File: config.mk
export PLATFORM = sky130hd
export DESIGN_NAME = seismic_level_monitor_flat
export DESIGN_NICKNAME = d
export VERILOG_FILES = /design/src/rtl/slm_pkg.sv /design/src/rtl/slm_if.sv /design/src/rtl/slm_ram.sv /design/src/rtl/slm_div.sv /design/src/rtl/seismic_level_monitor.sv /design/src/flat_wrapper.sv
export SDC_FILE = /design/constraint.sdc
export NUM_CORES = 1
export LEC_CHECK = 0
export ABC_AREA = 1
export BUFFER_PORTS_ARGS = -buffer_cell sky130_fd_sc_hd__clkbuf_2
export CORE_UTILIZATION = 58
export DETAILED_ROUTE_END_ITERATION = 10
export GPL_ROUTABILITY_DRIVEN = 1
export PLACE_DENSITY_LB_ADDON = 0.25
export REMOVE_ABC_BUFFERS = 1
export SLEW_MARGIN = 10
export SYNTH_ARGS = -nofsm -noshare
export SYNTH_HDL_FRONTEND = slang
export SYNTH_HIERARCHICAL = 1
export SYNTH_SLANG_ARGS = --single-unit
File: constraint.sdc
create_clock -name clk_i -period 5.5 [get_ports clk_i]
set_clock_uncertainty 0.15 [all_clocks]
set_input_delay 1.1 -clock clk_i [delete_from_list [all_inputs] [get_ports clk_i]]
set_output_delay 1.1 -clock clk_i [all_outputs]
set_load 0.1 [all_outputs]
File: src/rtl/slm_pkg.sv
package slm_pkg;

  // Field widths
  localparam int unsigned LEVEL_W    = 14;
  localparam int unsigned RAW_W      = 10;
  localparam int unsigned NOISE_W    = 4;
  localparam int unsigned CAT_W      = 2;
  localparam int unsigned CFG_IDX_W  = 4;
  localparam int unsigned CFG_DATA_W = 16;

  // Default sizes
  localparam int unsigned WINDOW_DEF  = 10;
  localparam int unsigned LOG_CAP_DEF = 256;

  // Register reset values, hundredths of magnitude
  localparam logic [LEVEL_W-1:0] SIG_RST  = 14'd5000;
  localparam logic [LEVEL_W-1:0] MOD_RST  = 14'd5000;
  localparam logic [LEVEL_W-1:0] SEV_RST  = 14'd7500;
  localparam logic [LEVEL_W-1:0] WARN_RST = 14'd8000;

  typedef enum logic [CFG_IDX_W-1:0] {
    REG_SIGNIFICANCE = 4'd0,
    REG_MODERATE     = 4'd1,
    REG_SEVERE       = 4'd2,
    REG_WARNING      = 4'd3
  } cfg_reg_e;

  typedef enum logic [CAT_W-1:0] {
    CAT_MILD     = 2'd0,
    CAT_MODERATE = 2'd1,
    CAT_SEVERE   = 2'd2
  } cat_e;

endpackage

File: src/rtl/slm_if.sv
// Sample channel
interface slm_in_if import slm_pkg::*; ();
  logic               valid;
  logic               ready;
  logic [RAW_W-1:0]   raw_tenths;
  logic [NOISE_W-1:0] noise_hundredths;

  modport source (output valid, output raw_tenths, output noise_hundredths, input ready);
  modport sink   (input valid, input raw_tenths, input noise_hundredths, output ready);
endinterface

// Result channel
interface slm_out_if import slm_pkg::*; ();
  logic               valid;
  logic               ready;
  logic [CAT_W-1:0]   category;
  logic [LEVEL_W-1:0] predicted_level;
  logic [LEVEL_W-1:0] risk_level;
  logic               risk_warning;
  logic               prediction_warning;
  logic               was_logged;
  logic               log_full;

  modport source (output valid, output category, output predicted_level, output risk_level,
                  output risk_warning, output prediction_warning, output was_logged,
                  output log_full, input ready);
  modport sink   (input valid, input category, input predicted_level, input risk_level,
                  input risk_warning, input prediction_warning, input was_logged,
                  input log_full, output ready);
endinterface

// Register write channel
interface slm_cfg_if import slm_pkg::*; ();
  logic                  valid;
  logic                  ready;
  logic [CFG_IDX_W-1:0]  index;
  logic [CFG_DATA_W-1:0] data;

  modport source (output valid, output index, output data, input ready);
  modport sink   (input valid, input index, input data, output ready);
endinterface

File: src/rtl/slm_ram.sv
// Simple dual-port RAM, one write and one registered read port
module slm_ram import slm_pkg::*; #(
  parameter int unsigned WIDTH = LEVEL_W,
  parameter int unsigned DEPTH = WINDOW_DEF
) (
  input  logic                     clk_i,
  input  logic                     we_i,
  input  logic [$clog2(DEPTH)-1:0] waddr_i,
  input  logic [WIDTH-1:0]         wdata_i,
  input  logic                     re_i,
  input  logic [$clog2(DEPTH)-1:0] raddr_i,
  output logic [WIDTH-1:0]         rdata_o
);

  logic [WIDTH-1:0] mem_q [DEPTH];
  logic [WIDTH-1:0] rdata_q;

  always_ff @(posedge clk_i) begin
    if (we_i) begin
      mem_q[waddr_i] <= wdata_i;
    end
    if (re_i) begin
      rdata_q <= mem_q[raddr_i];
    end
  end

  assign rdata_o = rdata_q;

endmodule

File: src/rtl/slm_div.sv
// Restoring divider, one quotient bit per cycle.
// done_o rises once the last quotient bit is in and holds until the next start.
module slm_div import slm_pkg::*; #(
  parameter int unsigned NUM_W = 23,
  parameter int unsigned DEN_W = 9
) (
  input  logic             clk_i,
  input  logic             rst_ni,
  input  logic             start_i,
  input  logic [NUM_W-1:0] num_i,
  input  logic [DEN_W-1:0] den_i,
  output logic [NUM_W-1:0] quot_o,
  output logic [DEN_W-1:0] rem_o,
  output logic             done_o
);

  localparam int unsigned STEP_W = $clog2(NUM_W + 1);

  logic [NUM_W-1:0]  quot_q, quot_d;
  logic [DEN_W-1:0]  rem_q, rem_d;
  logic [DEN_W-1:0]  den_q, den_d;
  logic [STEP_W-1:0] step_q, step_d;
  logic              busy_q, busy_d;
  logic              done_q, done_d;

  logic [DEN_W:0]    rem_sh;
  logic [DEN_W:0]    rem_diff;
  logic              fits;

  // One shift-subtract step
  always_comb begin
    rem_sh   = {rem_q, quot_q[NUM_W-1]};
    rem_diff = rem_sh - {1'b0, den_q};
    fits     = (rem_sh >= {1'b0, den_q});

    quot_d = quot_q;
    rem_d  = rem_q;
    den_d  = den_q;
    step_d = step_q;
    busy_d = busy_q;
    done_d = done_q;

    if (start_i) begin
      quot_d = num_i;
      rem_d  = '0;
      den_d  = den_i;
      step_d = STEP_W'(NUM_W);
      busy_d = 1'b1;
      done_d = 1'b0;
    end else if (busy_q) begin
      quot_d = {quot_q[NUM_W-2:0], fits};
      rem_d  = fits ? rem_diff[DEN_W-1:0] : rem_sh[DEN_W-1:0];
      step_d = step_q - STEP_W'(1);
      if (step_q == STEP_W'(1)) begin
        busy_d = 1'b0;
        done_d = 1'b1;
      end
    end
  end

  always_ff @(posedge clk_i or negedge rst_ni) begin
    if (!rst_ni) begin
      quot_q <= '0;
      rem_q  <= '0;
      den_q  <= '0;
      step_q <= '0;
      busy_q <= 1'b0;
      done_q <= 1'b0;
    end else begin
      quot_q <= quot_d;
      rem_q  <= rem_d;
      den_q  <= den_d;
      step_q <= step_d;
      busy_q <= busy_d;
      done_q <= done_d;
    end
  end

  assign quot_o = quot_q;
  assign rem_o  = rem_q;
  assign done_o = done_q;

endmodule

File: src/rtl/seismic_level_monitor.sv
// Channel  | Dir | Handshake             | Payload
// ---------+-----+-----------------------+------------------------------------------
// cfg_i    | in  | valid/ready, ready=1  | index, data (low 14 bits kept)
// samp_i   | in  | valid/ready           | raw_tenths, noise_hundredths
// res_o    | out | valid/ready           | category, predicted/risk level, flags
//
// One item passes these steps from accept to the next accept: accept with window RAM
// read, read-modify-write of the window entry, the serial risk divider running one bit
// per cycle, a step to see it done, then the result load, which waits while the output
// register holds a stalled result. Reset sets all registers at once, the thresholds to
// their reset values; window entries read as zero until the pointer first wraps, so no
// clearing pass is needed. A stalled result sits in the output register while the next
// item is accepted; the following one waits there for it.
module seismic_level_monitor import slm_pkg::*; #(
  parameter int unsigned WINDOW       = WINDOW_DEF,
  parameter int unsigned LOG_CAPACITY = LOG_CAP_DEF
) (
  input  logic      clk_i,
  input  logic      rst_ni,
  slm_cfg_if.sink   cfg_i,
  slm_in_if.sink    samp_i,
  slm_out_if.source res_o
);

  localparam int unsigned PTR_W     = $clog2(WINDOW);
  localparam int unsigned WT_W      = LEVEL_W + $clog2(WINDOW);
  localparam int unsigned CNT_W     = $clog2(LOG_CAPACITY + 1);
  localparam int unsigned LT_W      = LEVEL_W + CNT_W;
  localparam int unsigned DIV_NUM_W = LT_W;
  localparam int unsigned DIV_DEN_W = CNT_W;

  // Window mean by reciprocal: floor(x / WINDOW) = (x * RECIP_M) >> RECIP_SH,
  // exact for every WT_W-bit x
  localparam int unsigned     RECIP_SH = WT_W + $clog2(WINDOW);
  localparam int unsigned     RECIP_W  = WT_W + 2;
  localparam int unsigned     PROD_W   = WT_W + RECIP_W;
  localparam longint unsigned RECIP_M  =
    ((64'd1 << RECIP_SH) + 64'(WINDOW) - 64'd1) / 64'(WINDOW);

  typedef enum logic [1:0] {
    ST_IDLE,
    ST_READ,
    ST_DIV,
    ST_PUSH
  } state_e;

  // Configuration registers
  logic [LEVEL_W-1:0] sig_q, sig_d;
  logic [LEVEL_W-1:0] mod_q, mod_d;
  logic [LEVEL_W-1:0] sev_q, sev_d;
  logic [LEVEL_W-1:0] warn_q, warn_d;

  // Running state
  logic [PTR_W-1:0]   ptr_q, ptr_d;
  logic               wrapped_q, wrapped_d;
  logic [WT_W-1:0]    wtot_q, wtot_d;
  logic [LT_W-1:0]    ltot_q, ltot_d;
  logic [CNT_W-1:0]   lcnt_q, lcnt_d;

  // Item in flight
  state_e             state_q, state_d;
  logic [LEVEL_W-1:0] noisy_q, noisy_d;
  cat_e               cat_q, cat_d;
  logic               logged_q, logged_d;
  logic               full_q, full_d;

  // Output register
  logic               out_valid_q, out_valid_d;
  logic [CAT_W-1:0]   out_cat_q, out_cat_d;
  logic [LEVEL_W-1:0] out_pred_q, out_pred_d;
  logic [LEVEL_W-1:0] out_risk_q, out_risk_d;
  logic               out_rwarn_q, out_rwarn_d;
  logic               out_pwarn_q, out_pwarn_d;
  logic               out_logged_q, out_logged_d;
  logic               out_full_q, out_full_d;

  // Datapath
  logic               samp_acc;
  logic [LEVEL_W-1:0] raw_h;
  logic [LEVEL_W-1:0] noisy_in;
  logic [LEVEL_W-1:0] ram_rdata;
  logic [LEVEL_W-1:0] old_val;
  logic               ram_we;
  logic               div_start;
  logic               slot_free;

  logic [PROD_W-1:0]    pred_prod;
  logic [WT_W-1:0]      warn_win;
  logic [DIV_NUM_W-1:0] rq;
  logic [DIV_DEN_W-1:0] rrem;
  logic                 rdone;
  logic [DIV_NUM_W-1:0] warn_ext;

  assign samp_acc     = samp_i.valid && samp_i.ready;
  assign samp_i.ready = (state_q == ST_IDLE);
  assign cfg_i.ready  = 1'b1;
  assign slot_free    = !out_valid_q || res_o.ready;

  // raw * 10 as two shifts, then the noise term
  assign raw_h    = (LEVEL_W'(samp_i.raw_tenths) << 3) + (LEVEL_W'(samp_i.raw_tenths) << 1);
  assign noisy_in = raw_h + LEVEL_W'(samp_i.noise_hundredths);

  // Entry at the pointer holds data only once the pointer has wrapped
  assign old_val   = wrapped_q ? ram_rdata : '0;
  assign ram_we    = (state_q == ST_READ);
  assign div_start = (state_q == ST_READ);
  assign warn_ext  = DIV_NUM_W'(warn_q);

  // Window mean from the registered window total, and the warning level scaled to a window total
  assign pred_prod = PROD_W'(wtot_q) * PROD_W'(RECIP_M);
  assign warn_win  = WT_W'(warn_q) * WT_W'(WINDOW);

  // Window store. The read of an item is issued at accept and its write in the next
  // cycle; the next item reads only after that, so no forwarding is needed.
  slm_ram #(
    .WIDTH (LEVEL_W),
    .DEPTH (WINDOW)
  ) u_win_ram (
    .clk_i   (clk_i),
    .we_i    (ram_we),
    .waddr_i (ptr_q),
    .wdata_i (noisy_q),
    .re_i    (samp_acc),
    .raddr_i (ptr_q),
    .rdata_o (ram_rdata)
  );

  // Risk mean: logged total over logged count
  slm_div #(
    .NUM_W (DIV_NUM_W),
    .DEN_W (DIV_DEN_W)
  ) u_risk_div (
    .clk_i   (clk_i),
    .rst_ni  (rst_ni),
    .start_i (div_start),
    .num_i   (DIV_NUM_W'(ltot_d)),
    .den_i   (DIV_DEN_W'(lcnt_d)),
    .quot_o  (rq),
    .rem_o   (rrem),
    .done_o  (rdone)
  );

  // Register writes
  always_comb begin
    sig_d  = sig_q;
    mod_d  = mod_q;
    sev_d  = sev_q;
    warn_d = warn_q;
    if (cfg_i.valid && cfg_i.ready) begin
      case (cfg_reg_e'(cfg_i.index))
        REG_SIGNIFICANCE: sig_d  = cfg_i.data[LEVEL_W-1:0];
        REG_MODERATE:     mod_d  = cfg_i.data[LEVEL_W-1:0];
        REG_SEVERE:       sev_d  = cfg_i.data[LEVEL_W-1:0];
        REG_WARNING:      warn_d = cfg_i.data[LEVEL_W-1:0];
        default:          ;
      endcase
    end
  end

  // Sequencer and state updates
  always_comb begin
    state_d      = state_q;
    ptr_d        = ptr_q;
    wrapped_d    = wrapped_q;
    wtot_d       = wtot_q;
    ltot_d       = ltot_q;
    lcnt_d       = lcnt_q;
    noisy_d      = noisy_q;
    cat_d        = cat_q;
    logged_d     = logged_q;
    full_d       = full_q;
    out_valid_d  = out_valid_q;
    out_cat_d    = out_cat_q;
    out_pred_d   = out_pred_q;
    out_risk_d   = out_risk_q;
    out_rwarn_d  = out_rwarn_q;
    out_pwarn_d  = out_pwarn_q;
    out_logged_d = out_logged_q;
    out_full_d   = out_full_q;

    if (res_o.valid && res_o.ready) begin
      out_valid_d = 1'b0;
    end

    case (state_q)
      ST_IDLE: begin
        if (samp_acc) begin
          noisy_d = noisy_in;
          // severe test wins when the levels cross
          if (raw_h >= sev_q) begin
            cat_d = CAT_SEVERE;
          end else if (raw_h >= mod_q) begin
            cat_d = CAT_MODERATE;
          end else begin
            cat_d = CAT_MILD;
          end
          state_d = ST_READ;
        end
      end
      ST_READ: begin
        // replace the oldest window entry
        wtot_d = wtot_q - WT_W'(old_val) + WT_W'(noisy_q);
        if (ptr_q == PTR_W'(WINDOW - 1)) begin
          ptr_d     = '0;
          wrapped_d = 1'b1;
        end else begin
          ptr_d = ptr_q + PTR_W'(1);
        end
        // significant-sample log
        logged_d = 1'b0;
        full_d   = 1'b0;
        if (noisy_q > sig_q) begin
          if (lcnt_q < CNT_W'(LOG_CAPACITY)) begin
            ltot_d   = ltot_q + LT_W'(noisy_q);
            lcnt_d   = lcnt_q + CNT_W'(1);
            logged_d = 1'b1;
          end else begin
            full_d = 1'b1;
          end
        end
        state_d = ST_DIV;
      end
      ST_DIV: begin
        if (rdone) begin
          state_d = ST_PUSH;
        end
      end
      ST_PUSH: begin
        if (slot_free) begin
          out_valid_d  = 1'b1;
          out_cat_d    = cat_q;
          out_pred_d   = pred_prod[RECIP_SH +: LEVEL_W];
          out_pwarn_d  = (wtot_q > warn_win);
          if (lcnt_q == '0) begin
            out_risk_d  = '0;
            out_rwarn_d = 1'b0;
          end else begin
            // mean above the level: quotient above it, or equal with a remainder
            out_risk_d  = rq[LEVEL_W-1:0];
            out_rwarn_d = (rq > warn_ext) || ((rq == warn_ext) && (rrem != '0));
          end
          out_logged_d = logged_q;
          out_full_d   = full_q;
          state_d      = ST_IDLE;
        end
      end
      default: state_d = ST_IDLE;
    endcase
  end

  always_ff @(posedge clk_i or negedge rst_ni) begin
    if (!rst_ni) begin
      sig_q        <= SIG_RST;
      mod_q        <= MOD_RST;
      sev_q        <= SEV_RST;
      warn_q       <= WARN_RST;
      state_q      <= ST_IDLE;
      ptr_q        <= '0;
      wrapped_q    <= 1'b0;
      wtot_q       <= '0;
      ltot_q       <= '0;
      lcnt_q       <= '0;
      noisy_q      <= '0;
      cat_q        <= CAT_MILD;
      logged_q     <= 1'b0;
      full_q       <= 1'b0;
      out_valid_q  <= 1'b0;
      out_cat_q    <= '0;
      out_pred_q   <= '0;
      out_risk_q   <= '0;
      out_rwarn_q  <= 1'b0;
      out_pwarn_q  <= 1'b0;
      out_logged_q <= 1'b0;
      out_full_q   <= 1'b0;
    end else begin
      sig_q        <= sig_d;
      mod_q        <= mod_d;
      sev_q        <= sev_d;
      warn_q       <= warn_d;
      state_q      <= state_d;
      ptr_q        <= ptr_d;
      wrapped_q    <= wrapped_d;
      wtot_q       <= wtot_d;
      ltot_q       <= ltot_d;
      lcnt_q       <= lcnt_d;
      noisy_q      <= noisy_d;
      cat_q        <= cat_d;
      logged_q     <= logged_d;
      full_q       <= full_d;
      out_valid_q  <= out_valid_d;
      out_cat_q    <= out_cat_d;
      out_pred_q   <= out_pred_d;
      out_risk_q   <= out_risk_d;
      out_rwarn_q  <= out_rwarn_d;
      out_pwarn_q  <= out_pwarn_d;
      out_logged_q <= out_logged_d;
      out_full_q   <= out_full_d;
    end
  end

  assign res_o.valid              = out_valid_q;
  assign res_o.category           = out_cat_q;
  assign res_o.predicted_level    = out_pred_q;
  assign res_o.risk_level         = out_risk_q;
  assign res_o.risk_warning       = out_rwarn_q;
  assign res_o.prediction_warning = out_pwarn_q;
  assign res_o.was_logged         = out_logged_q;
  assign res_o.log_full           = out_full_q;

endmodule

File: src/flat_wrapper.sv
// flat-port wrapper written by rule: the top's interface ports become plain ports
module seismic_level_monitor_flat import slm_pkg::*;
#(
  parameter int unsigned WINDOW       = WINDOW_DEF,
  parameter int unsigned LOG_CAPACITY = LOG_CAP_DEF
)
  (clk_i, rst_ni, cfg_i_valid, cfg_i_index, cfg_i_data, cfg_i_ready, samp_i_valid, samp_i_raw_tenths, samp_i_noise_hundredths, samp_i_ready, res_o_valid, res_o_category, res_o_predicted_level, res_o_risk_level, res_o_risk_warning, res_o_prediction_warning, res_o_was_logged, res_o_log_full, res_o_ready);
  slm_cfg_if cfg_i_i ();
  slm_in_if samp_i_i ();
  slm_out_if res_o_i ();
  input  logic clk_i;
  input  logic rst_ni;
  input wire logic [$bits(cfg_i_i.valid)-1:0] cfg_i_valid;
  input wire logic [$bits(cfg_i_i.index)-1:0] cfg_i_index;
  input wire logic [$bits(cfg_i_i.data)-1:0] cfg_i_data;
  output wire logic [$bits(cfg_i_i.ready)-1:0] cfg_i_ready;
  input wire logic [$bits(samp_i_i.valid)-1:0] samp_i_valid;
  input wire logic [$bits(samp_i_i.raw_tenths)-1:0] samp_i_raw_tenths;
  input wire logic [$bits(samp_i_i.noise_hundredths)-1:0] samp_i_noise_hundredths;
  output wire logic [$bits(samp_i_i.ready)-1:0] samp_i_ready;
  output wire logic [$bits(res_o_i.valid)-1:0] res_o_valid;
  output wire logic [$bits(res_o_i.category)-1:0] res_o_category;
  output wire logic [$bits(res_o_i.predicted_level)-1:0] res_o_predicted_level;
  output wire logic [$bits(res_o_i.risk_level)-1:0] res_o_risk_level;
  output wire logic [$bits(res_o_i.risk_warning)-1:0] res_o_risk_warning;
  output wire logic [$bits(res_o_i.prediction_warning)-1:0] res_o_prediction_warning;
  output wire logic [$bits(res_o_i.was_logged)-1:0] res_o_was_logged;
  output wire logic [$bits(res_o_i.log_full)-1:0] res_o_log_full;
  input wire logic [$bits(res_o_i.ready)-1:0] res_o_ready;
  assign cfg_i_i.valid = cfg_i_valid;
  assign cfg_i_i.index = cfg_i_index;
  assign cfg_i_i.data = cfg_i_data;
  assign cfg_i_ready = cfg_i_i.ready;
  assign samp_i_i.valid = samp_i_valid;
  assign samp_i_i.raw_tenths = samp_i_raw_tenths;
  assign samp_i_i.noise_hundredths = samp_i_noise_hundredths;
  assign samp_i_ready = samp_i_i.ready;
  assign res_o_valid = res_o_i.valid;
  assign res_o_category = res_o_i.category;
  assign res_o_predicted_level = res_o_i.predicted_level;
  assign res_o_risk_level = res_o_i.risk_level;
  assign res_o_risk_warning = res_o_i.risk_warning;
  assign res_o_prediction_warning = res_o_i.prediction_warning;
  assign res_o_was_logged = res_o_i.was_logged;
  assign res_o_log_full = res_o_i.log_full;
  assign res_o_i.ready = res_o_ready;
  seismic_level_monitor #(.WINDOW(WINDOW), .LOG_CAPACITY(LOG_CAPACITY)) u_core (.clk_i(clk_i), .rst_ni(rst_ni), .cfg_i(cfg_i_i), .samp_i(samp_i_i), .res_o(res_o_i));
endmodule
# ---- Word level (Yosys, flattened, before mapping)
# Memory sizes are Yosys's and may differ from the RTL's. A register that Yosys moved wholly into a read port is not among the register bits.
# Cells that the tools add are included.
dict set report word_totals {
  ff_bits 214
  ramBits 140
  inputBits 39
  wordCells 118
  n_memories 1
}
dict set report op_classes {
  addsub 9
  multipliers 2
  order_cmp 7
  eq_ne 12
  muxes 38
  reduce_logical 21
}
# name depth width rd rd_clocked_by_memory_dff wr line_no
set memory_table {}
lappend memory_table {u_core.u_win_ram.mem_q 10 14 1 1 1 slm_ram.sv:15} ;# logic [WIDTH-1:0] mem_q [DEPTH];
# operator count
set op_table {}
lappend op_table {{$mux 23} 5}
lappend op_table {{$mux 9} 6}
lappend op_table {{$mul 18x19->36 const B} 1}
lappend op_table {{$ge 14x14->1} 2}
lappend op_table {{$mux 14} 2}
lappend op_table {{$add 23x14->23} 1}
lappend op_table {{$eq 23x14->1} 1}
lappend op_table {{$gt 23x14->1} 1}
lappend op_table {{$add 18x14->18} 1}
lappend op_table {{$gt 18x18->1} 1}
lappend op_table {{$sub 18x14->18} 1}
lappend op_table {{$mul 14x3->17 const B} 1}
lappend op_table {{$mux 1} 17}
lappend op_table {{$reduce_and 2->1} 8}
lappend op_table {{$add 13x11->14} 1}
lappend op_table {{$add 14x4->14} 1}
lappend op_table {{$gt 14x14->1} 1}
lappend op_table {{$ge 10x9->1} 1}
lappend op_table {{$mux 5} 2}
lappend op_table {{$add 9x1->9 const B} 1}
lappend op_table {{$logic_not 9->1} 1}
lappend op_table {{$lt 9x9->1 const B} 1}
lappend op_table {{$reduce_bool 9->1} 1}
lappend op_table {{$sub 9x9->9} 1}
lappend op_table {{20 further kinds} 30}

# ---- Depth between registers and ports, before layout
# Gate-level depths: netlist of the first run.
dict set report logic_depth {
  ltp_word 5
  ltp_mapped 24
  mapped_depth_nobuf 24
}

# ---- Modules after synthesis
# Netlist of the first run, hierarchy kept.
# module n_inst cells_per_inst area_per_inst_um2
set modules_own_cells {}
lappend modules_own_cells {seismic_level_monitor 1 2258 17441.7}
lappend modules_own_cells {slm_ram 1 567 6391.1}
lappend modules_own_cells {slm_div 1 334 2658.8}

# ---- Worst setup path after synthesis of the first run
# Ideal clock, no wire load.
dict set report synth_path {
  kind {register to register}
  start {register u_core.wtot_q[7]}
  end {register u_core.out_pred_q[8], in the netlist u_core/res_o.predicted_level[8]}
  setup_ps 120
  arrival_ps 4850
  required_ps 5230
  setup_slack_ps 381
  path_stages_with_launch 22
  period_less_slack_ps 5119
  cell_sequence {dfrtp_1 > inv_1 > ha_1 > inv_1 > fa_1 > fa_1 > inv_1 > fa_1 > inv_1 > fa_1 > inv_1 > fa_1 > inv_1 > ha_1 > a21oi_1 > o21ai_0 > a21oi_1 > nor2_1 > nor2_1 > nand3b_1 > nand3_1 > nand2_1}
}
dict set report synth_via {
  elab_chain_len 1
}
# element line_no
set synth_lines {}
lappend synth_lines {{from (decl)} seismic_level_monitor.sv:56} ;# logic [WT_W-1:0] wtot_q, wtot_d;
lappend synth_lines {{from (signal assigned)} seismic_level_monitor.sv:283} ;# wtot_q <= wtot_d;
lappend synth_lines {{$mul 18x19->36} seismic_level_monitor.sv:110} ;# assign pred_prod = PROD_W'(wtot_q) * PROD_W'(RECIP_M);
lappend synth_lines {{to (signal assigned)} seismic_level_monitor.sv:292} ;# out_pred_q <= out_pred_d;
lappend synth_lines {{to (decl)} seismic_level_monitor.sv:70} ;# logic [LEVEL_W-1:0] out_pred_q, out_pred_d;
# No other way between the ends.
# A chain may end at the register's enable or synchronous reset.

# ---- Worst setup path after layout of the first run
dict set report layout_path {
  start {register u_core.wtot_q[16]}
  end {register u_core.out_pred_q[2], in the netlist u_core/res_o.predicted_level[2]}
}
# The elaborated chain is that of the path after synthesis.

==> results.py, run 1 <==
metrics = {
    "die": {
        "coreArea_um2": 44600,
        "dieHeight_um": 216,
        "dieArea_um2": 46500,
        "die_w_um": 216,
        "start_util_pct": 59.4,
        "std_cell_rows": 77,
        "io_pins": 76,
    },
    "routing": {
        "drc": 0,
        "wirelength_um": 66500,
        "drt_first_iter_violations": 1651,
        "viasPerCell": 5.44,
        "wl_per_cell_um": 17.1,
        "ant_nets": 0,
        "drt_first_pass_iters": 5,
        "vias": 21100,
    },
    "yosys": {
        "ys_ff_latch": 368,
        "ys_seq_area_share_pct": 37.8,
        "yosys.cell_types.count": 57,
        "avgSynthCellArea_um2": 8.39,
        "synthTopCellsByArea": "dfrtp_1, edfxtp_1, ha_1",
        "synth_cells": 3159,
        "yosysTopAreaCell": "dfrtp_1",
        "dominantRegCellSynth": "dfrtp_1",
        "synth_edf_count": 154,
        "synth_top_area_share_pct": 18.0,
        "netlist_area_um2": 26500,
        "async_flop_share_pct": 58.2,
        "ys.warnings.count": 6,
    },
    "min_path": {
        "hold_start": "u_core/res_o.category[0]",
        "hp-class": "reg -> reg",
        "min_to": "u_core/res_o.category[0]",
        "hold_path_depth": 2,
    },
    "clocking": {
        "h-tree-depth": 2,
        "clockBufferDepth": 3,
        "cts_sinks": 368,
        "cts_tree": "built",
        "cts-root-buf": "clkbuf_16",
        "cts_hold_buf": 0,
        "clkTransAtPathRegs_ns": 0.05,
        "cts_buffers": 41,
        "clk_latency_ns": 0.59,
    },
    "setup_path": {
        "reg2reg_from": "u_core/wtot_q[16]",
        "path_max_fanout": 5,
        "worstRegToRegCells": 21,
        "crit_path_end_kind": "register",
        "rrSetupSlack_ns": 0.23,
        "cp.required_ns": 5.80,
        "r2r_end": "u_core/res_o.predicted_level[2]",
        "crit_path_start_kind": "register",
        "worstPathArrival_ns": 5.57,
        "path_class": "reg -> reg",
    },
    "global_route": {
        "grt_pass1_wl_um": 106000,
        "grt_max_degree": 131,
        "gr-total-overflow": 0,
        "antenna_found_initial": 0,
        "first_global_vias": 20800,
        "grt_usage_pct": 28.7,
    },
    "power_and_ir_drop": {
        "p_per_area_nw_per_um2": 232,
        "ir_drop_mv": 0.301,
        "pwr-share-comb_pct": 12.6,
        "leakage_uw": 0.0152,
        "intPower_uw": 4990,
        "p_switching_uw": 1780,
        "p_sw_share_pct": 26.3,
        "clkPwrFrac_pct": 42.7,
        "seqPwrFrac_pct": 44.8,
    },
    "finish": {
        "drive_gt1_share_pct": 8.78,
        "syn2layout_area_growth_pct": 10.3,
        "finish.instance_area_um2": 29200,
        "n_antenna_cell": 0,
        "final_nets": 3691,
        "instances_no_fill": 3883,
    },
    "sta": {
        "hold_ws_ns": 0.324,
        "slew_viol_final": 0,
        "worst-slew-pin-transition_ns": 1.16,
        "slew_headroom_pct": 22.5,
        "finalHoldViolations": 0,
        "setup_viol": 0,
        "fmaxAchievable_ghz": 0.190,
        "post-route-min-period_ns": 5.27,
        "post-route-period-util_pct": 95.7,
        "worst_slack_ns": 0.234,
        "setup_tns_ns": 0,
    },
    "place": {
        "dpl.cell_count": 3801,
        "postPlaceCellArea_um2": 27600,
        "gp_congestion": 0.938,
        "dp_hpwl_um": 50100,
        "preCtsSetupSlack_ns": 0.0153,
        "io_buffers": 72,
    },
    "status": {
        "status": "finished clean",
    },
    "flow_run": {
        "drv.max_cap_violation_count": 0,
    },
}
==> logic make-up (layout without fill, tap and decap cells) <==
logic type                 count (synthesis)  in the layout  share of synthesized area [%]
adders and majority gates                394            394                           22.0
other                                      1              1                         0.0142
xor gates and xnor gates                  45             45                           1.52
DFF                                      368            368                           37.8
AOI/OAI and AO/OA                        384            384                           8.16
and+or+nand+nor                         1267           1267                           20.2
buffers and inverters                    699            831                           10.3
muxes                                      1              1                         0.0378
==> layout make-up <==
cell class                 instances  area [um2]
fill                            3653       15400
multi-input combinational       2092       13900
sequential                       368       10000
inverter                         637        2400
clock buffer                      57        1190
tap                              592         741
timing repair buffer             118         728
clock inverter                    19         248
==> worst max-delay path, cell delays in order (launching register included) <==
cell and delay, ns:
dfrtp_2 0.44, buf_4 0.15, ha_1 0.23, fa_1 0.58, inv_1 0.06, fa_1 0.54, inv_1 0.08, fa_1 0.53
inv_1 0.05, fa_1 0.53, inv_1 0.05, fa_1 0.52, ha_4 0.32, nand2_1 0.10, o21ai_0 0.25, a21oi_1 0.09
buf_4 0.14, buf_4 0.12, nand3_1 0.07, nand2_1 0.05, nand3_1 0.06, nand2_1 0.06
==> stage by stage <==
stage	utilization (%)	power, uW
floorplan	-	3660
global placement	61.9	3870
detailed placement	61.9	3920
CTS	65.1	6810
global route	65.5	7050
finish	65.5	6770
==> cells in the mapped netlist, drive strengths merged, types with 6 or more instances <==
library cell  count
nor3             26
nand3           225
buf              31
o21ai           176
dfstp            23
o211ai            6
o21a              6
nor2            211
o221ai           19
edfxtp          154
or2               8
clkbuf           31
nor4              9
nand4            26
xnor2            16
inv             637
o21bai            8
a22o             13
ha              276
a21oi           124
dfrtp           191
xor2             29
fa              118
nand3b           13
o22ai             7
nand2           746
a21boi            6
==> layer usage <==
metal	vias to the layer above	wire (um)	global-route usage, %
met5	-	0	0
met1	10100	29100	38.8
li1	10300	-	-
met4	0	1780	9.05
met3	105	3760	3.51
met2	617	31900	48.2
==> registers in the layout (all words and copies together), names as in the netlist, 2 cells and up <==
register                      count
u_core/cat_q                      2
u_core/lcnt_q                     9
u_core/ltot_q                    23
u_core/mod_q                     14
u_core/noisy_q                   14
u_core/ptr_q                      4
u_core/res_o.category             2
u_core/res_o.predicted_level     14
u_core/res_o.risk_level          14
u_core/sev_q                     14
u_core/sig_q                     14
u_core/state_q                    2
u_core/u_risk_div/den_q           9
u_core/u_risk_div/quot_o         23
u_core/u_risk_div/rem_o           9
u_core/u_risk_div/step_q          5
u_core/u_win_ram/mem_q          140
u_core/u_win_ram/rdata_o         14
u_core/warn_q                    14
u_core/wtot_q                    18
==> cell usage in the layout, fill, tap and decap left out, drive strengths merged, types with 9 or more instances in the layout <==
| master | instances |
|---|---|
| nand2 | 746 |
| inv | 643 |
| ha | 276 |
| nand3 | 225 |
| nor2 | 211 |
| dfrtp | 191 |
| o21ai | 176 |
| edfxtp | 154 |
| clkbuf | 128 |
| a21oi | 124 |
| fa | 118 |
| buf | 47 |
| xor2 | 29 |
| nand4 | 26 |
| nor3 | 26 |
| dfstp | 23 |
| o221ai | 19 |
| xnor2 | 16 |
| nand3b | 13 |
| a22o | 13 |
| nor4 | 9 |
==> worst max-delay path by stage <==
stage                       from                          endpoint  slack, ns
5_1_grt        u_core/wtot_q[16]   u_core/res_o.predicted_level[2]      -0.04
3_5_place_dp   u_core/wtot_q[16]  u_core/res_o.predicted_level[13]       0.02
3_3_place_gp   u_core/wtot_q[16]  u_core/res_o.predicted_level[13]       0.07
4_1_cts        u_core/wtot_q[16]  u_core/res_o.predicted_level[13]      0.004
2_1_floorplan   u_core/wtot_q[7]   u_core/res_o.predicted_level[8]       0.37
6_report       u_core/wtot_q[16]   u_core/res_o.predicted_level[2]       0.23
==> power groups by stage <==
stage	Clock, uW	Combinational [uW]	Sequential (uW)
2_1_floorplan	0	610	3050
3_3_place_gp	0	792	3070
3_5_place_dp	0	838	3080
4_1_cts	2940	847	3030
5_1_grt	3040	973	3040
6_report	2890	850	3030
==> what timing repair did <==
action | CTS | global route
setup buffers | 0 | 6
endpoints found under the setup margin | 0 | 14
resized for setup | 0 | 45
hold endpoints to repair | 0 | 0
(Power assumes the default switching activity.)
==> run 2, diff against run 1 <==
--- a/config.mk
+++ b/config.mk
@@ -6,9 +6,9 @@
 export NUM_CORES = 1
 export LEC_CHECK = 0
 export ABC_AREA = 1
-export BUFFER_PORTS_ARGS = -buffer_cell sky130_fd_sc_hd__clkbuf_2
-export CORE_UTILIZATION = 58
+export CORE_UTILIZATION = 59
 export DETAILED_ROUTE_END_ITERATION = 10
+export DONT_BUFFER_PORTS = 1
 export GPL_ROUTABILITY_DRIVEN = 1
 export PLACE_DENSITY_LB_ADDON = 0.25
 export REMOVE_ABC_BUFFERS = 1
==> results.py, run 2 (synthesized netlist as in run 1, its figures left out) <==
metrics = {
    "min_path": {
        "hp-class": "in -> async",
    },
    "die": {
        "die_w_um": 214,
        "std_cell_rows": 77,
        "io_pins": 76,
        "start_util_pct": 59.9,
        "dieArea_um2": 45800,
        "dieHeight_um": 214,
        "coreArea_um2": 44200,
    },
    "status": {
        "status": "finished clean",
    },
    "finish": {
        "largest_register_ffs": 140,
        "instances_no_fill": 3812,
        "final_cell_mix": "nand2_1, inv_1, ha_1",
        "n_antenna_cell": 0,
        "drive_gt1_share_pct": 6.68,
        "syn2layout_area_growth_pct": 8.68,
        "final_nets": 3620,
        "final_common_cell": "nand2_1",
        "finish.instance_area_um2": 28800,
        "nFillCells": 3667,
        "regMostFlops": "u_core/u_win_ram/mem_q",
    },
    "clocking": {
        "clockBufferDepth": 3,
        "cts_tree": "built",
        "cts_sinks": 368,
        "cts_buffers": 41,
        "clkTransAtPathRegs_ns": 0.06,
        "h-tree-depth": 2,
        "cts-root-buf": "clkbuf_16",
        "cts_hold_buf": 0,
        "clk_latency_ns": 0.58,
    },
    "global_route": {
        "met1_usage_pct": 38.8,
        "grt_pass1_wl_um": 106000,
        "antenna_found_initial": 1,
        "grt_max_degree": 215,
        "grt_usage_pct": 29.1,
        "grt_use_met2_pct": 47.6,
        "busiest_layer": "met2",
        "gr-total-overflow": 0,
        "met3_usage_pct": 4.52,
        "first_global_vias": 20600,
    },
    "sta": {
        "finalHoldViolations": 0,
        "post-route-period-util_pct": 96.5,
        "hold_ws_ns": 0.0744,
        "slew_viol_final": 0,
        "setup_tns_ns": 0,
        "post-route-min-period_ns": 5.30,
        "fmaxAchievable_ghz": 0.189,
        "slew_headroom_pct": 24.5,
        "setup_viol": 0,
        "worst-slew-pin-transition_ns": 1.13,
    },
    "place": {
        "dp_hpwl_um": 49300,
        "gp_congestion": 0.946,
        "postPlaceCellArea_um2": 27200,
        "io_buffers": 0,
        "dpl.cell_count": 3730,
    },
    "power_and_ir_drop": {
        "ir_drop_mv": 0.261,
        "p_per_area_nw_per_um2": 229,
        "leakage_uw": 0.0148,
        "power_uw": 6590,
    },
    "routing": {
        "wirelength_um": 66300,
        "vias": 21000,
        "drt_first_iter_violations": 1790,
        "ant_nets": 0,
        "viasPerCell": 5.50,
        "drt_first_pass_iters": 8,
        "wl_per_cell_um": 17.4,
        "drc": 0,
    },
    "flow_run": {
        "drv.max_cap_violation_count": 0,
    },
    "setup_path": {
        "path_class": "reg -> reg",
        "crit_path_start_kind": "register",
        "path_max_fanout": 3,
        "cp.required_ns": 5.80,
        "worstPathArrival_ns": 5.61,
        "crit_path_end_kind": "register",
    },
}
[run 2: what timing repair did]
item                       4_1_cts  5_1_grt
setup buffers                    0        6
pin swaps                        0       12
gates resized for setup          1       46
setup endpoints to repair        1       14
[run 2: worst max-delay path: stages (launching register included)]
cell,delay [ns]
dfrtp_1,0.37
inv_1,0.07
ha_1,0.29
inv_1,0.09
fa_2,0.48
buf_4,0.16
fa_1,0.52
inv_1,0.05
fa_1,0.51
fa_1,0.56
inv_1,0.05
fa_1,0.46
ha_1,0.35
a21oi_1,0.21
o21ai_0,0.15
a21oi_1,0.14
o21ai_1,0.08
buf_4,0.14
nand2_1,0.12
nand3_1,0.09
nand3_1,0.09
nand2_1,0.07
[run 2: final cells by class]
| cell class | instances | area [um2] | share of cell area, % |
|---|---|---|---|
| Inverter | 637 | 2400 | 8.32 |
| Sequential cell | 368 | 10000 | 34.8 |
| Clock buffer | 57 | 1140 | 3.95 |
| Clock inverter | 19 | 230 | 0.800 |
| Tap cell | 592 | 741 | 2.57 |
| Timing Repair Buffer | 47 | 353 | 1.23 |
| Multi-Input combinational cell | 2092 | 13900 | 48.4 |
[run 2: through the flow]
step | setup slack [ns] | utilization (%)
final | 0.195 | 65.1
after floorplan | 0.371 | -
after detailed placement | 0.0416 | 61.6
after CTS | 0.0377 | 64.6
after global routing | -0.0312 | 65.1
after global placement | 0.0843 | 61.6
[run 2: final timing paths]
kind / start / to / slack [ns] / cells after the start
setup / recovery: u_core/wtot_q[7] / u_core/res_o.predicted_level[12] / 0.20 / 21
hold / removal: rst_ni / u_core/u_risk_div/rem_o[2] / 0.07 / 0
setup reg to reg: u_core/wtot_q[7] / u_core/res_o.predicted_level[12] / 0.20 / 21
hold reg to reg: u_core/sig_q[11] / u_core/sig_q[11] / 0.34 / 2
max in group asynchronous: rst_ni / u_core/mod_q[12] / 4.66 / 0
min in group clk_i: u_core/sig_q[11] / u_core/sig_q[11] / 0.34 / 2
[run 2: power breakdown]
| part | switching, uW | leakage, uW | internal (uW) |
|---|---|---|---|
| combinational | 490 | 0.00981 | 304 |
| clock | 1160 | 0.000657 | 1600 |
| sequential | 68.6 | 0.00437 | 2960 |
[run 2: metal layers]
layer  wire length [um]  part of all wire, %
met1              28600                   43
met4               2450                  3.7
met2              31200                   47
met5                  0                    0
met3               4140                  6.2
